--- config.mk ---
export PLATFORM = sky130hd
export DESIGN_NAME = skh_sweep
export DESIGN_NICKNAME = d
export VERILOG_FILES = /design/src/sv/skh_sweep.sv
export SDC_FILE = /design/constraint.sdc
export NUM_CORES = 1
export LEC_CHECK = 0
export BUFFER_PORTS_ARGS = -buffer_cell sky130_fd_sc_hd__buf_2
export CORE_AREA = 2 2 42 44
export DETAILED_ROUTE_END_ITERATION = 16
export DIE_AREA = 0 0 44 46
export PLACE_DENSITY = 0.73
export SYNTH_ARGS = -nofsm -noshare
export SYNTH_HDL_FRONTEND = slang
export SYNTH_SLANG_ARGS = --single-unit
--- constraint.sdc ---
create_clock -name clock -period 1.8 [get_ports clock]
set_input_delay 0.18 -clock clock [delete_from_list [all_inputs] [get_ports clock]]
set_output_delay 0.18 -clock clock [all_outputs]
set_load 0.1 [all_outputs]
--- src/sv/skh_sweep.sv ---
module skh_sweep #(
   parameter int ADDR_BITS = 16
) (
   input  logic                 clock,
   input  logic                 reset,
   output logic                 active,
   output logic [ADDR_BITS-1:0] addr
);

   logic                 active_ff, active_in;
   logic [ADDR_BITS-1:0] addr_ff, addr_in;

   // walk every address once after reset, then stop
   always_comb begin
      active_in = active_ff;
      addr_in   = addr_ff;
      if (active_ff) begin
         addr_in = addr_ff + ADDR_BITS'(1);
         if (addr_ff == '1) begin
            active_in = 1'b0;
         end
      end
   end

   always_ff @(posedge clock) begin
      if (reset) begin
         active_ff <= 1'b1;
         addr_ff   <= '0;
      end else begin
         active_ff <= active_in;
         addr_ff   <= addr_in;
      end
   end

   assign active = active_ff;
   assign addr   = addr_ff;

endmodule

==> flow_summary.json <==
{
  "skew_ns": 0.00192,
  "max_clock_freq_ghz": 0.672,
  "route.vias.total": 629,
  "antenna_cells": 0,
  "die_h_um": 46,
  "hpwlAfterDp_um": 973,
  "synthCells": 82,
  "areaGrowthSynthToFinish_pct": 17.0,
  "hold_violations": 0,
  "dpl.cell_count": 112,
  "place.port_buffers": 18,
  "wl_per_cell_um": 11.9,
  "layout.cells.most_common": "buf_2",
  "die_w_um": 44,
  "critical-path-slowest-cell": "dfxtp_2",
  "final_core_util_pct": 53.9,
  "power.ir.vdd_worst_uv": 416,
  "multi_input_area_um2": 375,
  "cts-buffers-inserted": 3,
  "total_leakage_power_nw": 0.378,
  "final.period_utilization_pct": 82.7,
  "cellPowerDensity_nw_per_um2": 749,
  "num_rows": 15,
  "cp-start-kind": "register",
  "rr_worst_depth": 5,
  "finalWeightedCongestion": 0.737,
  "drt_pass1_iterations": 4,
  "numClockSinks": 17,
  "antenna_violations_before_repair": 0,
  "boundaryPins": 19,
  "max-cap-violations": 0,
  "power_uw": 652,
  "first_global_vias": 554,
  "share_of_synthesized_registers_carrying_an_async_set_or_reset_pct": 0,
  "final_nets": 103,
  "post_cts_buffers": 0,
  "syn-cell-area_um2": 743,
  "layout_setup_ws_ns": 0.311,
  "yosys.area.top_type_share_pct": 45.8,
  "pre_cts_slack_ns": 0.358,
  "cts_hold_buffers": 0,
  "endpoint_kind": "register",
  "timing.setup.critical_path_class": "register to register",
  "hold-worst-slack_ns": 0.251,
  "globalRouteOverflowTotal": 0,
  "detail-route-antenna-nets": 0,
  "post_route_non_filler_standard_cell_count": 116,
  "arrival_ns": 1.71,
  "critical_path_maximum_fanout": 5,
  "synth_largest_area_cell": "dfxtp_1",
  "ys_dominant_reg_cell": "dfxtp_1",
  "ctsResizeCount": 0,
  "maximum_number_of_pins_on_one_net_before_global_route_repair": 18,
  "yosys_register_bits": 17,
  "synthTopCellsByArea": "dfxtp_1 (46%), xor2_1 (12%), nor2_1 (6.6%), nand4_1 (5.1%), and4_1 (3.5%)",
  "synth_edf_count": 0,
  "htreeDepth": 1,
  "placeableCoreArea_um2": 1610,
  "die_area_um2": 2020,
  "critical-path-max-stage-delay_ns": 0.37,
  "cts.root.buffer_cell": "clkbuf_4",
  "cts_buffer_depth": 2,
  "synth.net_count": 85,
  "unrepaired_setup_endpoints_after_global_routing": "no",
  "register_area_um2": 357,
  "hold-path-cell-count": 2,
  "setup-violations-final": 0,
  "min_period_ns": 1.49,
  "clk_latency_ns": 0.28,
  "synth.yosys.warnings": 0,
  "seq_area_frac_synth_pct": 45.8,
  "status": "finished, final reports clean",
  "path_cells": "ha_1, and3_1, nand3_2, or3_1, a21oi_1",
  "fillerInstances": 154,
  "grt_first_pass_wirelength_um": 2370,
  "fin_area_um2": 870,
  "yosys.cell_types.count": 20,
  "drc": 0,
  "final_cell_mix": "buf_2 (18), nor2_1 (13), dfxtp_2 (13), xor2_1 (10), nand4_1 (6)",
  "floorplan.initialDensity_pct": 46.0,
  "hold_path_class": "primary input to register",
  "routed_via_density": 5.42,
  "place_area_um2": 843,
  "cts.clk_slew.worst_paths_ns": 0.09,
  "critPathRequiredTime_ns": 2.02,
  "global_route.usage.total_pct": 16.1,
  "final-max-slew-violation-count": 0,
  "routed_wl_um": 1390,
  "timing.slew.headroom_pct": 67.9,
  "worstMarginPinSlew_ns": 0.485,
  "postSynthAreaPerCell_um2": 9.06,
  "setup-tns-final_ns": 0,
  "final_layout_size_suffix_gt1_share_pct": 36.4,
  "drt-initial-drc-count": 5,
  "tritoncts": "yes"
}
==> sequential cells by signal, indices dropped and copies added, names as in the netlist <==
signal	flops
active	1
addr	16
==> report_power, final <==
group	internal, mW	switching [mW]
Combinational	0.0117	0.0552
Clock	0.0860	0.110
Sequential	0.383	0.00642
Total	0.480	0.171
==> per-layer routing <==
metal	vias to the layer above	routed length [µm]	part of all wire (%)	GRT usage, %
met5	-	0	0	0
met4	0	13	0.94	9.09
met3	2	68	4.9	3.57
met2	13	658	48	25.0
met1	296	644	46	20.6
li1	318	-	-	-
==> cells in the mapped netlist, types with 3 or more instances <==
library cell  count
nand2_1           4
or3_1             3
and3_1            3
and4_1            3
a21oi_1           3
o21ai_0           4
nand4_1           6
xor2_1           10
dfxtp_1          17
nor2_1           13
nand3_1           3
==> worst max-delay path, delay by kind of cell (launching register included) <==
family                     cells  cell delay [ns]
and+or+nand+nor                3             0.74
DFF                            1             0.37
adders and majority gates      1             0.18
AOI/OAI and AO/OA              1             0.13
==> final timing paths <==
path | start | end | slack (ns)
max | addr[0] | addr[14] | 0.31
min | reset | addr[4] | 0.25
max reg2reg | addr[0] | addr[14] | 0.31
min reg2reg | addr[11] | addr[11] | 0.51
==> kinds of logic (layout without fill, tap and decap cells) <==
| logic type | Yosys count | count (layout) | synth area share (%) |
|---|---|---|---|
| adders and majority gates | 1 | 1 | 1.68 |
| and+or+nand+nor | 39 | 39 | 28.6 |
| muxes | 1 | 1 | 1.35 |
| buffers and inverters | 5 | 22 | 3.70 |
| AOI/OAI and AO/OA | 7 | 7 | 4.71 |
| DFF | 17 | 17 | 45.8 |
| xor gates and xnor gates | 12 | 12 | 14.1 |
==> cell type report <==
class,count,area share [%]
repair buffers,18,10.4
multi-input cells,60,43.2
well taps,17,2.45
flip-flops and latches,17,41.0
clock buffers,4,3.02
(Power assumes the default switching activity.)
